==> config.mk <==
export PLATFORM = sky130hd
export DESIGN_NAME = keypad_scan_debounce_ascii_unit
export DESIGN_NICKNAME = d
export VERILOG_FILES = /design/src/kpd_pkg.sv /design/src/kpd_pick_key.sv /design/src/kpd_key_track.sv /design/src/keypad_scan_debounce_ascii_unit.sv
export SDC_FILE = /design/constraint.sdc
export NUM_CORES = 1
export LEC_CHECK = 0
export BUFFER_PORTS_ARGS = -buffer_cell sky130_fd_sc_hd__buf_2
export CORE_ASPECT_RATIO = 1.25
export CORE_UTILIZATION = 56
export DETAILED_ROUTE_END_ITERATION = 6
export GPL_TIMING_DRIVEN = 1
export PLACE_DENSITY = 0.82
export SLEW_MARGIN = 10
export SYNTH_ARGS = -nofsm -noshare
export SYNTH_HDL_FRONTEND = slang
export SYNTH_SLANG_ARGS = --single-unit
==> constraint.sdc <==
create_clock -name clock -period 8.44 [get_ports clock]
set_clock_uncertainty 0.2 [all_clocks]
set_input_delay 1.266 -clock clock [delete_from_list [all_inputs] [get_ports clock]]
set_output_delay 1.266 -clock clock [all_outputs]
set_load 0.02 [all_outputs]
==> src/kpd_pkg.sv <==
// Shared types, constants and the key-to-ASCII table for the keypad scanner.
// No dependencies; every other file of the block imports this package.
package kpd_pkg;

   localparam int unsigned KEY_COUNT = 16;
   localparam int unsigned KEY_IDX_W = 5;
   localparam int unsigned CHAR_W    = 7;

   typedef logic [KEY_COUNT-1:0] scan_type;
   typedef logic [KEY_IDX_W-1:0] key_idx_type;
   typedef logic [CHAR_W-1:0]    char_type;

   localparam key_idx_type NO_KEY   = 5'd16;
   localparam scan_type    ALL_IDLE = 16'hffff;

   localparam logic ACTION_SHOW  = 1'b0;
   localparam logic ACTION_CLEAR = 1'b1;

   // One result as produced by the key tracker.
   typedef struct packed {
      logic     emit;
      logic     action;
      char_type key_char;
   } key_event_type;

   // Keypad legend, row major: * 0 # D / 7 8 9 C / 4 5 6 B / 1 2 3 A.
   function automatic char_type key_to_char(input key_idx_type key);
      char_type ch;
      ch = '0;
      case (key)
         5'd0:    ch = 7'h2a;
         5'd1:    ch = 7'h30;
         5'd2:    ch = 7'h23;
         5'd3:    ch = 7'h44;
         5'd4:    ch = 7'h37;
         5'd5:    ch = 7'h38;
         5'd6:    ch = 7'h39;
         5'd7:    ch = 7'h43;
         5'd8:    ch = 7'h34;
         5'd9:    ch = 7'h35;
         5'd10:   ch = 7'h36;
         5'd11:   ch = 7'h42;
         5'd12:   ch = 7'h31;
         5'd13:   ch = 7'h32;
         5'd14:   ch = 7'h33;
         5'd15:   ch = 7'h41;
         default: ch = '0;
      endcase
      return ch;
   endfunction

endpackage

==> src/kpd_pick_key.sv <==
// Priority encoder: first pressed key of one active-low matrix snapshot.
// Depends on kpd_pkg for the scan and key index types.
module kpd_pick_key
   import kpd_pkg::*;
(
   input  scan_type    scan,
   output key_idx_type key
);

   scan_type pressed;

   assign pressed = ~scan;

   // Walk from the last key down so the lowest pressed index wins.
   always_comb begin
      key = NO_KEY;
      for (int i = KEY_COUNT - 1; i >= 0; i--) begin
         if (pressed[i]) begin
            key = key_idx_type'(i);
         end
      end
   end

endmodule

==> src/kpd_key_track.sv <==
// Debounce decision and change detection: holds the current key and the last
// reported character. Depends on kpd_pkg for types, codes and the key table.
module kpd_key_track
   import kpd_pkg::*;
(
   input  logic          clock,
   input  logic          reset,
   input  logic          advance,
   input  key_idx_type   first_key,
   input  key_idx_type   second_key,
   output key_event_type key_event,
   output key_idx_type   held_key,
   output char_type      last_char
);

   key_idx_type held_key_ff, held_key_in;
   char_type    last_char_ff, last_char_in;
   char_type    new_char;

   always_comb begin
      held_key_in = held_key_ff;
      if (first_key == second_key && first_key != held_key_ff) begin
         held_key_in = first_key;
      end
      new_char     = key_to_char(held_key_in);
      last_char_in = new_char;

      key_event.emit     = (new_char != last_char_ff);
      key_event.action   = (new_char == '0) ? ACTION_CLEAR : ACTION_SHOW;
      key_event.key_char = new_char;
   end

   always_ff @(posedge clock) begin
      if (reset) begin
         held_key_ff  <= NO_KEY;
         last_char_ff <= '0;
      end else if (advance) begin
         held_key_ff  <= held_key_in;
         last_char_ff <= last_char_in;
      end
   end

   assign held_key  = held_key_ff;
   assign last_char = last_char_ff;

endmodule

==> src/keypad_scan_debounce_ascii_unit.sv <==
// Top level of the 4x4 keypad scanner with debounce and ASCII mapping.
// Depends on kpd_pkg, kpd_pick_key and kpd_key_track.
//
// Each request carries two active-low 4x4 matrix snapshots taken a debounce
// interval apart. A request is registered; from the registered request the
// first pressed key of each snapshot is found, the held key is updated when
// both agree, and a result is loaded into the output register if the held
// key's character changed: action 0 with the ASCII character, or action 1 with
// character 0 when all keys were released. One request is accepted every
// cycle while the output register can take a result; only a stalled output
// register with a pending result holds up the input register. Requests that
// cause no character change give no response.
module keypad_scan_debounce_ascii_unit
   import kpd_pkg::*;
(
   input  logic                clock,
   input  logic                reset,
   input  logic                req_valid,
   output logic                req_ready,
   input  logic [KEY_COUNT-1:0] req_first_scan,
   input  logic [KEY_COUNT-1:0] req_second_scan,
   output logic                rsp_valid,
   input  logic                rsp_ready,
   output logic                rsp_action,
   output logic [CHAR_W-1:0]   rsp_key_char
);

   logic          s1_valid_ff, s1_valid_in;
   scan_type      first_scan_ff, second_scan_ff;
   logic          rsp_valid_ff, rsp_valid_in;
   logic          rsp_action_ff;
   char_type      rsp_key_char_ff;
   logic          advance;
   key_idx_type   first_key, second_key;
   key_idx_type   held_key;
   char_type      last_char;
   key_event_type key_event;

   // The registered request moves on whenever the output register can take
   // a result, even if this request turns out to produce none.
   assign advance   = s1_valid_ff && (!rsp_valid_ff || rsp_ready);
   assign req_ready = !s1_valid_ff || advance;

   always_comb begin
      s1_valid_in = s1_valid_ff;
      if (req_valid && req_ready) begin
         s1_valid_in = 1'b1;
      end else if (advance) begin
         s1_valid_in = 1'b0;
      end

      rsp_valid_in = rsp_valid_ff;
      if (advance && key_event.emit) begin
         rsp_valid_in = 1'b1;
      end else if (rsp_ready) begin
         rsp_valid_in = 1'b0;
      end
   end

   always_ff @(posedge clock) begin
      if (reset) begin
         s1_valid_ff  <= 1'b0;
         rsp_valid_ff <= 1'b0;
      end else begin
         s1_valid_ff  <= s1_valid_in;
         rsp_valid_ff <= rsp_valid_in;
      end
   end

   always_ff @(posedge clock) begin
      if (req_valid && req_ready) begin
         first_scan_ff  <= req_first_scan;
         second_scan_ff <= req_second_scan;
      end
      if (advance && key_event.emit) begin
         rsp_action_ff   <= key_event.action;
         rsp_key_char_ff <= key_event.key_char;
      end
   end

   kpd_pick_key u_pick_first (
      .scan (first_scan_ff),
      .key  (first_key)
   );

   kpd_pick_key u_pick_second (
      .scan (second_scan_ff),
      .key  (second_key)
   );

   kpd_key_track u_track (
      .clock      (clock),
      .reset      (reset),
      .advance    (advance),
      .first_key  (first_key),
      .second_key (second_key),
      .key_event  (key_event),
      .held_key   (held_key),
      .last_char  (last_char)
   );

   assign rsp_valid    = rsp_valid_ff;
   assign rsp_action   = rsp_action_ff;
   assign rsp_key_char = rsp_key_char_ff;

   // The last reported character always belongs to the held key.
   a_char_matches_key: assert property (@(posedge clock) disable iff (reset)
      last_char == key_to_char(held_key))
      else $error("last character does not match held key");

   // A clear result carries character zero, a show result a nonzero one.
   a_clear_means_zero: assert property (@(posedge clock) disable iff (reset)
      rsp_valid |-> ((rsp_action == ACTION_CLEAR) == (rsp_key_char == '0)))
      else $error("result action and character disagree");

   // A registered request that cannot move on is kept, not dropped.
   a_stage_holds: assert property (@(posedge clock) disable iff (reset)
      s1_valid_ff && !advance |=> s1_valid_ff)
      else $error("registered request lost while stalled");

   // The input side is open whenever the input register is empty.
   a_ready_when_empty: assert property (@(posedge clock) disable iff (reset)
      !s1_valid_ff |-> req_ready)
      else $error("request refused with empty input register");

   // A pending result that is not taken stops the registered request.
   a_no_overrun: assert property (@(posedge clock) disable iff (reset)
      rsp_valid && !rsp_ready |-> !advance)
      else $error("request moved on over a pending result");

endmodule

Word level (Yosys, flattened, before mapping)
Memory sizes are Yosys's and may differ from the RTL's. Cells that the tools add are included.

Mux-type cells: 39. Reductions and logical operators: 11. Bitwise operators: 2. Equality and inequality tests: 3.

Operator list (count): 5-bit two-way mux (33); 16-bit NOT (2); 7-bit zero test (1); 7-bit two-way mux (1); 7-bit != test (1); 5-bit == test (1); 1-bit two-way mux (5); 5-bit != test (1); 1-bit logical AND (4); 2-bit nonzero test (2); 1-bit zero test (2); 1-bit logical OR (2).

Bits in read-only memories: 112. Memories kept: 1. Flip-flop bits (word level): 54. Input bits: 36.

Memories: (no name shown) (depth 16, bits a word 7, read ports 1, clocked after memory_dff 0, write ports 0, RTL line kpd_pkg.sv:30) `case (key)`.

Depth between registers and ports, before layout
Gate-level depths: netlist (run 1). An unclocked memory read counts as a cell.

Depth after elaboration: 25. Mapped depth: 21. Mapped depth without buffers: 18.

Cells and area by module
From an unflattened synthesis (run 1), not the netlist that was laid out.

Cell total of the unflattened synthesis: 254. Area total of the unflattened synthesis: 2926.6 um^2.

Modules (own cells, without submodules): keypad_scan_debounce_ascii_unit (area each 1303.8 um^2, times used 1, sequential area each 1241.2 um^2, cells an instance 51); kpd_key_track (area each 1272.5 um^2, times used 1, sequential area each 240.2 um^2, cells an instance 143); kpd_pick_key (area each 175.2 um^2, times used 2, sequential area each 0.0 um^2, cells an instance 30).

Least setup slack after synthesis (run 1)
No wires, ideal clock.

Path kind: flip-flop to flip-flop. Start: reg first_scan_ff[1]. End: reg rsp_action_ff (netlist: rsp_action) (enable). Setup slack: 4.088 ns. Cell stages (with the launch flop): 20. Arrival: 3.782 ns. Data required time: 7.870 ns. Setup time: 0.370 ns. Cells stage by stage: edfxtp_1 -> and4_1 -> buf_4 -> a22o_1 -> o31ai_1 -> and3_1 -> o211ai_1 -> nor2_2 -> buf_6 -> a21oi_1 -> ha_1 -> clkbuf_1 -> nor2_1 -> a21oi_1 -> or4_2 -> a21oi_1 -> a211oi_1 -> o22ai_1 -> nor4_2 -> nor2_1.

Cells in the longest elaborated chain, start to end: 10. Elaborated cells on any way between the ends: 11.

RTL lines: from (decl) (RTL line keypad_scan_debounce_ascii_unit.sv:29) `scan_type first_scan_ff, second_scan_ff;`; from (signal assigned) (RTL line keypad_scan_debounce_ascii_unit.sv:72) `first_scan_ff <= req_first_scan;`; 16-bit NOT * (RTL line kpd_pick_key.sv:12) `assign pressed = ~scan;`; 5-bit two-way mux * (2 in a row) (RTL line kpd_pick_key.sv:18) `if (pressed[i]) begin`; 5-bit == test / 5-bit != test (equally long branches) (RTL line kpd_key_track.sv:22) `if (first_key == second_key && first_key != held_key_ff) begin`; 1-bit logical AND (RTL line kpd_key_track.sv:22); 5-bit two-way mux * (RTL line kpd_key_track.sv:22); via u_track.held_key_in[1] (RTL line kpd_key_track.sv:16) `key_idx_type held_key_ff, held_key_in;`; memory 16 x 7 bit *; 7-bit two-way mux * (RTL line kpd_pkg.sv:30); 7-bit != test * (RTL line kpd_key_track.sv:28) `key_event.emit = (new_char != last_char_ff);`; 1-bit logical AND * (RTL line keypad_scan_debounce_ascii_unit.sv:75) `if (advance && key_event.emit) begin`; to (signal assigned) (RTL line keypad_scan_debounce_ascii_unit.sv:76) `rsp_action_ff <= key_event.action;`; to (decl) (RTL line keypad_scan_debounce_ascii_unit.sv:31) `logic rsp_action_ff;`.

The timed path passes the listed nets; every way through them passes the cells marked *. A chain may end at the register's enable or synchronous reset.

Worst setup path after layout (run 1)
Start: reg first_scan_ff[0]. End: reg rsp_key_char_ff[2] (netlist: rsp_key_char[2]) (enable).

Cells in the longest elaborated chain, start to end: 9. Elaborated cells on any way between the ends: 10.

RTL lines: 16-bit NOT * (RTL line kpd_pick_key.sv:12); 5-bit two-way mux * (RTL line kpd_pick_key.sv:18); 5-bit == test / 5-bit != test (equally long branches) (RTL line kpd_key_track.sv:22); 1-bit logical AND (RTL line kpd_key_track.sv:22); 5-bit two-way mux * (RTL line kpd_key_track.sv:22); via u_track.held_key_in[1] (RTL line kpd_key_track.sv:16); memory 16 x 7 bit *; 7-bit two-way mux * (RTL line kpd_pkg.sv:30); 7-bit != test * (RTL line kpd_key_track.sv:28); 1-bit logical AND * (RTL line keypad_scan_debounce_ascii_unit.sv:75); to (signal assigned) (RTL line keypad_scan_debounce_ascii_unit.sv:77) `rsp_key_char_ff <= key_event.key_char;`; to (decl) (RTL line keypad_scan_debounce_ascii_unit.sv:32) `char_type rsp_key_char_ff;`.

Marks and branches as above.

==> results of run 1 <==
-- worst max-delay path by stage --
stage	startpoint	to	slack (ns)
6_report	first_scan_ff[0]$_DFFE_PP_	rsp_key_char[2]$_DFFE_PP_	3.22
5_1_grt	first_scan_ff[0]$_DFFE_PP_	rsp_key_char[2]$_DFFE_PP_	2.88
4_1_cts	first_scan_ff[0]$_DFFE_PP_	rsp_action$_DFFE_PP_	3.25
3_5_place_dp	first_scan_ff[0]$_DFFE_PP_	rsp_key_char[4]$_DFFE_PP_	3.26
3_3_place_gp	first_scan_ff[2]$_DFFE_PP_	rsp_key_char[4]$_DFFE_PP_	3.56
2_1_floorplan	first_scan_ff[1]$_DFFE_PP_	rsp_action$_DFFE_PP_	4.09
-- report_power, final --
part           internal (mW)  switching (mW)  total [mW]  leakage (nW)
sequential             0.306          0.0122       0.318         0.505
clock                 0.0616          0.0901       0.152        0.0502
combinational         0.0480          0.0728       0.121         0.701
total                  0.415           0.175       0.590          1.26
-- state kept, by name (all words and copies together), names as in the netlist --
register	cells
first_scan_ff	16
u_track.last_char	7
second_scan_ff	16
rsp_key_char	7
s1_valid_ff	1
u_track.held_key	5
rsp_valid	1
rsp_action	1
-- area by class of cell --
type | count | share of cell area [%]
clock buffer | 5 | 2.03
sequential | 54 | 43.6
multi-input combinational | 221 | 43.0
clock inverter | 3 | 0.847
timing repair buffer | 46 | 6.85
tap | 62 | 2.28
inverter | 13 | 1.44
-- synth_stat cells, drive strengths merged (4+ instances only) --
library cell,n,area [µm²]
o21ai,14,70.1
and4,8,71.3
xor2,5,43.8
nand3,7,35.0
o22ai,4,25.0
nand2b,4,25.0
ha,5,62.6
inv,13,48.8
nor2b,5,31.3
mux2i,8,80.1
a21oi,22,110
and2,5,32.5
edfxtp,40,1200
nand2,37,139
and3,4,27.5
buf,7,58.8
o211ai,4,43.8
a31oi,5,31.3
nor2,21,81.3
nand4,12,75.1
dfxtp,14,280
a211oi,6,50.1
-- worst register-to-register path, delay by kind of cell (launching register included) --
kind / cells / cell delay, ns
adders and majority gates: 1 / 0.30
DFF: 1 / 0.43
AOI/OAI and AO/OA: 7 / 1.42
and+or+nand+nor: 8 / 2.53
-- per-layer routing --
layer  vias to the layer above  part of all wire (%)
met5                         -                     0
met4                         0                   4.0
met3                        22                   4.8
met2                        91                    50
met1                      1154                    41
li1                       1225                     -
-- cells by family (layout without fill, tap and decap cells) --
family / count (synthesis) / after routing / synth area share, %
xor gates and xnor gates: 8 / 8 / 2.53
AOI/OAI and AO/OA: 84 / 84 / 20.5
buffers and inverters: 24 / 67 / 4.16
muxes: 9 / 9 / 2.98
DFF: 54 / 54 / 48.3
and+or+nand+nor: 115 / 115 / 19.6
adders and majority gates: 5 / 5 / 2.04
-- per-stage QoR --
step                      instance area [µm²]  total power, mW  hold slack (ns)
after CTS                                3400            0.594            0.281
after floorplan                          3070            0.414            0.236
after global placement                   3300            0.440            0.251
final                                    3400            0.590            0.278
after global routing                     3400            0.616            0.303
after detailed placement                 3300            0.444            0.266
==> flow_summary_export.csv, run 1 <==
group,metric,value,unit
cells_and_area,final_cell_count_no_fill,404,
routing,routedWlPerCell,14.9,µm
min_path,hold_path_end,"u_track.last_char[4]$_SDFFE_PP0P_",
cells_and_area,utilization,65.5,%
cells_and_area,final_common_cell,"buf_2",
synthesis,synth_area,3070,µm²
synthesis,synth_warnings,0,
timing,fin_tns_setup,0,ns
routing,vias,2492,
cells_and_area,nets,382,
floorplanning,start_util,59.2,%
clocking,cts_num_sinks,54,
floorplanning,rows,29,
global_routing,grt-ovfl-total,0,
floorplanning,pin_count,46,
power_and_ir_drop,power.leakage,1.26,nW
place,post-place-ws,3.26,ns
place,io_buffers,45,
timing,final.period_utilization,61.9,%
timing,hold_violations,0,
timing,setup_viol,0,
synthesis,synth_cell_types,64,
power_and_ir_drop,power.density,174,nW/µm²
routing,vias_per_cell,6.17,
global_routing,grt_pass1_wl,9.78,mm
clocking,tritoncts,"done",
clocking,clockBufferDepth,2,
cells_and_area,layout_common_cells,"45 x buf_2, 40 x edfxtp_1, 37 x nand2_1",
routing,drcViolationCount,0,
routing,routed_wl,6.03,mm
min_path,hold_path_depth,2,
clocking,cts_hold_buffers,0,
cells_and_area,diodes,0,
synthesis,syn_avg_cell_area,10.3,µm²
synthesis,ys_ff_latch,54,
place,placed_cells_incl_taps,396,
clocking,clk_pin_slew,0.11,ns
synthesis,synth_edf_count,40,
setup_path,crit_path_top_delay_cell,"or4_2",
clocking,clk_latency,0.32,ns
setup_path,crit_buf_inv,0,
cells_and_area,drive_above_1_share,20.5,%
global_routing,grtUsageMet2,37.8,%
routing,firstDrtPassIters,4,
synthesis,yosys_most_used_dff,"edfxtp_1",
setup_path,worstSetupStartpointType,"flop",
setup_path,reg2regPathDepth,16,
clocking,cts_made_buffers,5,
global_routing,antenna_found_initial,0,
cells_and_area,area_growth_syn_to_layout,10.7,%
timing,worst_slack,3.22,ns
cells_and_area,nFillCells,414,
setup_path,crit_chain,"and4_1, nand4_1, o31ai_1, and3_1, o211ai_1, nor2_2, nor2_1, a21oi_1, ha_1, a21oi_1, or4_2, a21oi_1, a211oi_1, o22ai_1, nor4_2, nor2_1",
timing,fin_crit,5.22,ns
timing,slew_viol_final,0,
global_routing,use_met3,3.40,%
floorplanning,dieWidth,68.2,µm
place,hpwlAfterDp,4.61,mm
floorplanning,coreArea,5190,µm²
synthesis,synthCells,299,
min_path,holdCritPathClass,"flop to flop",
routing,ant_nets,0,
timing,rsz0062_at_grt,"false",
routing,drtIter0Drc,188,
min_path,worstHoldStart,"u_track.last_char[4]$_SDFFE_PP0P_",
synthesis,synth_async_sr_flop_share,0,%
synthesis,synth-seq-area-share,48.3,%
setup_path,regToRegStartpoint,"first_scan_ff[0]$_DFFE_PP_",
job,drv_cap,0,
setup_path,ff2ff_setup_slack,3.22,ns
status,outcome,"finished clean",
synthesis,syn_nets,340,
timing,fmax,0.191,GHz
global_routing,grt.total_usage,22.4,%
global_routing,grt_max_degree,33,
clocking,post_cts_resized,0,
floorplanning,die_h,84.8,µm
setup_path,end_kind,"flop",
clocking,clockRootBuffer,"clkbuf_8",
timing,tightest_slew,1.07,ns
clocking,post_cts_buffers,0,
global_routing,met1_usage,25.6,%
setup_path,cp_common_cell,"a21oi_1",
clocking,htree_levels,2,
setup_path,cp.depth,16,
setup_path,r2r-end,"rsp_key_char[2]$_DFFE_PP_",
setup_path,cp.required,8.21,ns
global_routing,grt_pass1_vias,2307,
cells_and_area,register_area,1480,µm²
timing,maxSlewHeadroom,28.2,%
setup_path,crit_type,"flop to flop",
power_and_ir_drop,peakVddDrop,134,µV
setup_path,crit_fanout,11,
floorplanning,dieArea,5780,µm²
setup_path,cpLargestDelayFamily,"simple AND/OR/NAND/NOR gates",
setup_path,cpPeakStageDelay,0.54,ns
place,place.gp.congestion,1.03,
cells_and_area,multi_input_area,1460,µm²
setup_path,arrival,4.99,ns
global_routing,grt-busiest-layer,"met2",
(Power assumes the default switching activity.)
==> run 2, diff against run 1 <==
==> constraint.sdc (replaced) <==
create_clock -name clock -period 5.05 [get_ports clock]
set_clock_uncertainty 0.2 [all_clocks]
set_input_delay 0.7575 -clock clock [delete_from_list [all_inputs] [get_ports clock]]
set_output_delay 0.7575 -clock clock [all_outputs]
set_load 0.02 [all_outputs]
==> flow_summary_export.csv, run 2 (synthesized netlist as in run 1, its figures left out) <==
group,metric,value,unit
clocking,tritoncts,"done",
routing,firstDrtPassIters,5,
timing,fin_crit,4.47,ns
place,io_buffers,45,
cells_and_area,utilization,66.5,%
min_path,holdCritPathClass,"flop to flop",
setup_path,arrival,4.29,ns
global_routing,grt.total_usage,24.2,%
clocking,cts_made_buffers,5,
floorplanning,start_util,59.2,%
setup_path,crit_chain,"and4_1, nand4_1, o31ai_1, and3_1, o211ai_1, nor2_2, nor2_1, a21oi_2, inv_1, ha_1, xnor2_1, nand2_1, mux2i_1, a211oi_1, o22ai_1, nor4_4, nor2_4",
place,hpwlAfterDp,4.81,mm
cells_and_area,drive_above_1_share,22.0,%
power_and_ir_drop,total_power,1.00,mW
setup_path,cpPeakStageDelay,0.42,ns
setup_path,worstSetupStartpointType,"flop",
clocking,htree_levels,2,
job,drv_cap,0,
timing,fmax,0.223,GHz
cells_and_area,layout_common_cells,"45 x buf_2, 40 x edfxtp_1, 37 x nand2_1",
status,outcome,"finished clean",
timing,final.period_utilization,88.6,%
cells_and_area,final_common_cell,"buf_2",
timing,slew_viol_final,0,
place,place.gp.congestion,0.975,
cells_and_area,area_growth_syn_to_layout,12.4,%
timing,rsz0062_at_grt,"false",
cells_and_area,reg_top3,"first_scan_ff: 16 flops, second_scan_ff: 16 flops",
global_routing,grt_pass1_vias,2449,
floorplanning,dieArea,5780,µm²
setup_path,end_kind,"flop",
routing,drcViolationCount,0,
floorplanning,dieWidth,68.2,µm
floorplanning,die_h,84.8,µm
routing,routedWlPerCell,15.3,µm
power_and_ir_drop,power.leakage,1.28,nW
timing,tightest_slew,0.651,ns
place,post-place-ws,0.296,ns
cells_and_area,nets,386,
floorplanning,coreArea,5190,µm²
timing,fin_tns_setup,0,ns
setup_path,crit_fanout,8,
power_and_ir_drop,peakVddDrop,212,µV
timing,setup_viol,0,
setup_path,crit_type,"flop to flop",
routing,drtIter0Drc,241,
power_and_ir_drop,power.density,290,nW/µm²
setup_path,cp.required,4.87,ns
global_routing,grt-ovfl-total,0,
clocking,clk_latency,0.31,ns
timing,maxSlewHeadroom,56.3,%
timing,hold_violations,0,
clocking,clk_pin_slew,0.11,ns
timing,worst_slack,0.575,ns
global_routing,antenna_found_initial,0,
routing,ant_nets,0,
cells_and_area,diodes,0,
routing,routed_wl,6.26,mm
floorplanning,pin_count,46,
clocking,clockRootBuffer,"clkbuf_8",
global_routing,grt_pass1_wl,10.5,mm
routing,vias,2550,
global_routing,grt_max_degree,33,
clocking,cts_num_sinks,54,
routing,vias_per_cell,6.25,
floorplanning,rows,29,
clocking,clockBufferDepth,2,
setup_path,crit_path_top_delay_cell,"edfxtp_1",
## run 2: changes by cell type in the layout (fill, tap and decap cells not counted), sizes merged
cell  previous run  this run
buf             46        50
## run 2: final timing paths
kind                                      from                                end  slack (ns)  cells past startpoint
min          u_track.last_char[4]$_SDFFE_PP0P_  u_track.last_char[4]$_SDFFE_PP0P_        0.28                      2
min reg2reg  u_track.last_char[4]$_SDFFE_PP0P_  u_track.last_char[4]$_SDFFE_PP0P_        0.28                      2
max                 first_scan_ff[1]$_DFFE_PP_          rsp_key_char[3]$_DFFE_PP_        0.58                     17
max reg2reg         first_scan_ff[1]$_DFFE_PP_          rsp_key_char[3]$_DFFE_PP_        0.58                     17
## run 2: layout make-up
type	instances	area, µm²
Clock buffer	5	68.8
Inverter	13	48.8
Clock inverter	3	28.8
Sequential cell	54	1480
Multi-Input combinational cell	221	1480
Timing Repair Buffer	50	263
Tap cell	62	77.6
Fill cell	411	1740
## run 2: metal layers
metal  part of all wire [%]  wire length, µm  global-route usage, %  up-vias
met5                      0                0                      0        -
met4                    2.8              173                   11.6        0
met3                    4.9              305                   4.62       17
met2                     53             3350                   41.7      102
met1                     39             2430                   27.6     1196
li1                       -                -                      -     1235
## run 2: power breakdown
part           switching, mW  internal (mW)  total (mW)
sequential            0.0206          0.511       0.531
combinational          0.127         0.0858       0.213
clock                  0.153          0.103       0.256
## run 2: per-stage QoR
stage,hold slack [ns],instances,instance area [µm²]
floorplan,0.236,299,3070
global placement,0.255,400,3330
detailed placement,0.266,400,3330
CTS,0.282,408,3430
global route,0.302,408,3450
finish,0.280,408,3450
## run 2: repair_timing
action	in CTS	in global routing
setup endpoints to repair	0	8
setup buffers	0	0
hold buffers	0	0
resized for setup	0	4
## run 2: worst max-delay path: cells and delay by family, from the launching register on
family	cells	cell delay (ns)
mux	1	0.31
simple gates	8	1.47
flops	1	0.42
buf+inv	1	0.10
xor+xnor	1	0.18
fa+ha+maj	1	0.36
compound gates	5	1.13
==> run 3, diff against run 2 <==
--- a/config.mk
+++ b/config.mk
@@ -6,7 +6,6 @@
 export NUM_CORES = 1
 export LEC_CHECK = 0
 export BUFFER_PORTS_ARGS = -buffer_cell sky130_fd_sc_hd__buf_2
-export CORE_ASPECT_RATIO = 1.25
 export CORE_UTILIZATION = 56
 export DETAILED_ROUTE_END_ITERATION = 6
 export GPL_TIMING_DRIVEN = 1
==> flow_summary_export.csv, run 3 (synthesized netlist as in run 1, its figures left out) <==
group,metric,value,unit
status,outcome,"finished clean",
setup_path,cp.depth,16,
cells_and_area,area_growth_syn_to_layout,12.8,%
cells_and_area,layout_common_cells,"45 x buf_2, 40 x edfxtp_1, 37 x nand2_1",
routing,routedWlPerCell,14.8,µm
timing,maxSlewHeadroom,47.7,%
setup_path,cpPeakStageDelay,0.55,ns
floorplanning,dieWidth,76.0,µm
setup_path,cp-startpoint,"first_scan_ff[2]$_DFFE_PP_",
timing,rsz0062_at_grt,"false",
floorplanning,dieArea,5780,µm²
job,drv_cap,0,
timing,worst_slack,0.556,ns
setup_path,crit_type,"flop to flop",
floorplanning,pin_count,46,
global_routing,grt_pass1_vias,2347,
setup_path,cp.required,4.83,ns
setup_path,arrival,4.28,ns
clocking,htree_levels,2,
timing,setup_viol,0,
cells_and_area,drive_above_1_share,22.2,%
cells_and_area,multi_input_area,1470,µm²
global_routing,grt.total_usage,23.0,%
power_and_ir_drop,total_power,1.01,mW
setup_path,crit_path_top_delay_cell,"or4_2",
floorplanning,rows,26,
cells_and_area,final_cell_count_no_fill,417,
timing,hold_violations,0,
place,io_buffers,45,
cells_and_area,nFillCells,430,
routing,firstDrtPassIters,4,
setup_path,worstSetupStartpointType,"flop",
cells_and_area,final_common_cell,"buf_2",
place,post-place-ws,0.344,ns
setup_path,end_kind,"flop",
timing,slew_viol_final,0,
setup_path,crit_fanout,8,
min_path,holdCritPathClass,"flop to flop",
routing,drcViolationCount,0,
timing,fmax,0.222,GHz
routing,ant_nets,0,
setup_path,crit_end,"rsp_key_char[2]$_DFFE_PP_",
place,place.gp.congestion,0.903,
global_routing,grt-ovfl-total,0,
global_routing,grt_max_degree,33,
floorplanning,die_h,76.0,µm
timing,fin_tns_setup,0,ns
setup_path,reg2regPathDepth,16,
power_and_ir_drop,peakVddDrop,220,µV
min_path,hold_path_depth,2,
setup_path,crit_chain,"and4_1, nand4_1, o31ai_1, and3_1, o211ai_1, nor2_2, nor2_1, a21oi_2, ha_1, a21oi_1, or4_2, a21oi_1, a211oi_1, o22ai_1, nor4_2, nor2_2",
timing,tightest_slew,0.780,ns
global_routing,antenna_found_initial,0,
timing,fin_crit,4.49,ns
setup_path,cpLargestDelayFamily,"simple AND/OR/NAND/NOR gates",
place,hpwlAfterDp,4.60,mm
cells_and_area,nets,387,
clocking,clockRootBuffer,"clkbuf_8",
floorplanning,coreArea,5200,µm²
clocking,cts_made_buffers,5,
floorplanning,start_util,59.0,%
setup_path,ff2ff_setup_slack,0.56,ns
routing,routed_wl,6.18,mm
clocking,clockBufferDepth,2,
clocking,clk_latency,0.31,ns
cells_and_area,reg_top3,"first_scan_ff: 16 flops, second_scan_ff: 16 flops",
setup_path,r2r-end,"rsp_key_char[2]$_DFFE_PP_",
global_routing,grt_pass1_wl,10.6,mm
timing,whs,0.271,ns
power_and_ir_drop,power.density,291,nW/µm²
cells_and_area,diodes,0,
clocking,post_cts_buffers,0,
routing,drtIter0Drc,305,
clocking,tritoncts,"done",
routing,vias_per_cell,6.04,
clocking,clk_pin_slew,0.10,ns
setup_path,crit_buf_inv,0,
power_and_ir_drop,power.leakage,1.29,nW
place,placed_cells_incl_taps,409,
cells_and_area,register_area,1480,µm²
routing,vias,2517,
clocking,cts_num_sinks,54,
setup_path,regToRegStartpoint,"first_scan_ff[2]$_DFFE_PP_",
timing,final.period_utilization,89.0,%
-- run 3: timing repair --
item | in CTS | in global routing
setup endpoints to repair | 0 | 8
hold buffers | 0 | 0
gates resized for setup | 0 | 2
-- run 3: through the flow --
step | area, µm² | utilization (%)
2_1_floorplan | 3070 | -
3_3_place_gp | 3350 | 64.3
3_5_place_dp | 3350 | 64.3
4_1_cts | 3460 | 66.4
5_1_grt | 3460 | 66.5
6_report | 3460 | 66.5
-- run 3: area by class of cell --
type,instances,area share [%]
Sequential cell,54,42.8
Multi-Input combinational cell,221,42.4
Timing Repair Buffer,51,7.81
Clock buffer,6,2.71
Tap cell,70,2.53
Inverter,13,1.41
Clock inverter,2,0.398
-- run 3: worst min path at each step --
stage / startpoint / to / slack (ns)
after global routing: u_track.last_char[0]$_SDFFE_PP0P_ / u_track.last_char[0]$_SDFFE_PP0P_ / 0.31
after CTS: u_track.last_char[4]$_SDFFE_PP0P_ / u_track.last_char[4]$_SDFFE_PP0P_ / 0.27
after global placement: u_track.last_char[4]$_SDFFE_PP0P_ / u_track.last_char[4]$_SDFFE_PP0P_ / 0.24
after floorplan: u_track.last_char[4]$_SDFFE_PP0P_ / u_track.last_char[4]$_SDFFE_PP0P_ / 0.24
after detailed placement: u_track.last_char[4]$_SDFFE_PP0P_ / u_track.last_char[4]$_SDFFE_PP0P_ / 0.25
final: u_track.last_char[4]$_SDFFE_PP0P_ / u_track.last_char[4]$_SDFFE_PP0P_ / 0.27
-- run 3: power breakdown --
| part | internal, mW | switching (mW) | total, mW |
|---|---|---|---|
| Combinational | 0.0837 | 0.124 | 0.207 |
| Sequential | 0.511 | 0.0202 | 0.531 |
| Clock | 0.129 | 0.141 | 0.270 |
| Total | 0.723 | 0.285 | 1.01 |
-- run 3: worst reg2reg max path: cells and delay by family (launching register included) --
family | cells | cell delay (ns)
AND/OR/NAND/NOR | 8 | 2.04
AO/OA/AOI/OAI | 7 | 1.23
flip-flops | 1 | 0.43
adder cells (fa/ha/maj) | 1 | 0.25
-- run 3: layer usage --
| layer | global-route usage (%) | vias to the layer above | share of wire [%] |
|---|---|---|---|
| met4 | 12.3 | 0 | 2.8 |
| met5 | 0 | - | 0 |
| met3 | 3.83 | 20 | 6.1 |
| met2 | 36.7 | 117 | 47 |
| met1 | 30.0 | 1145 | 44 |
| li1 | - | 1235 | - |
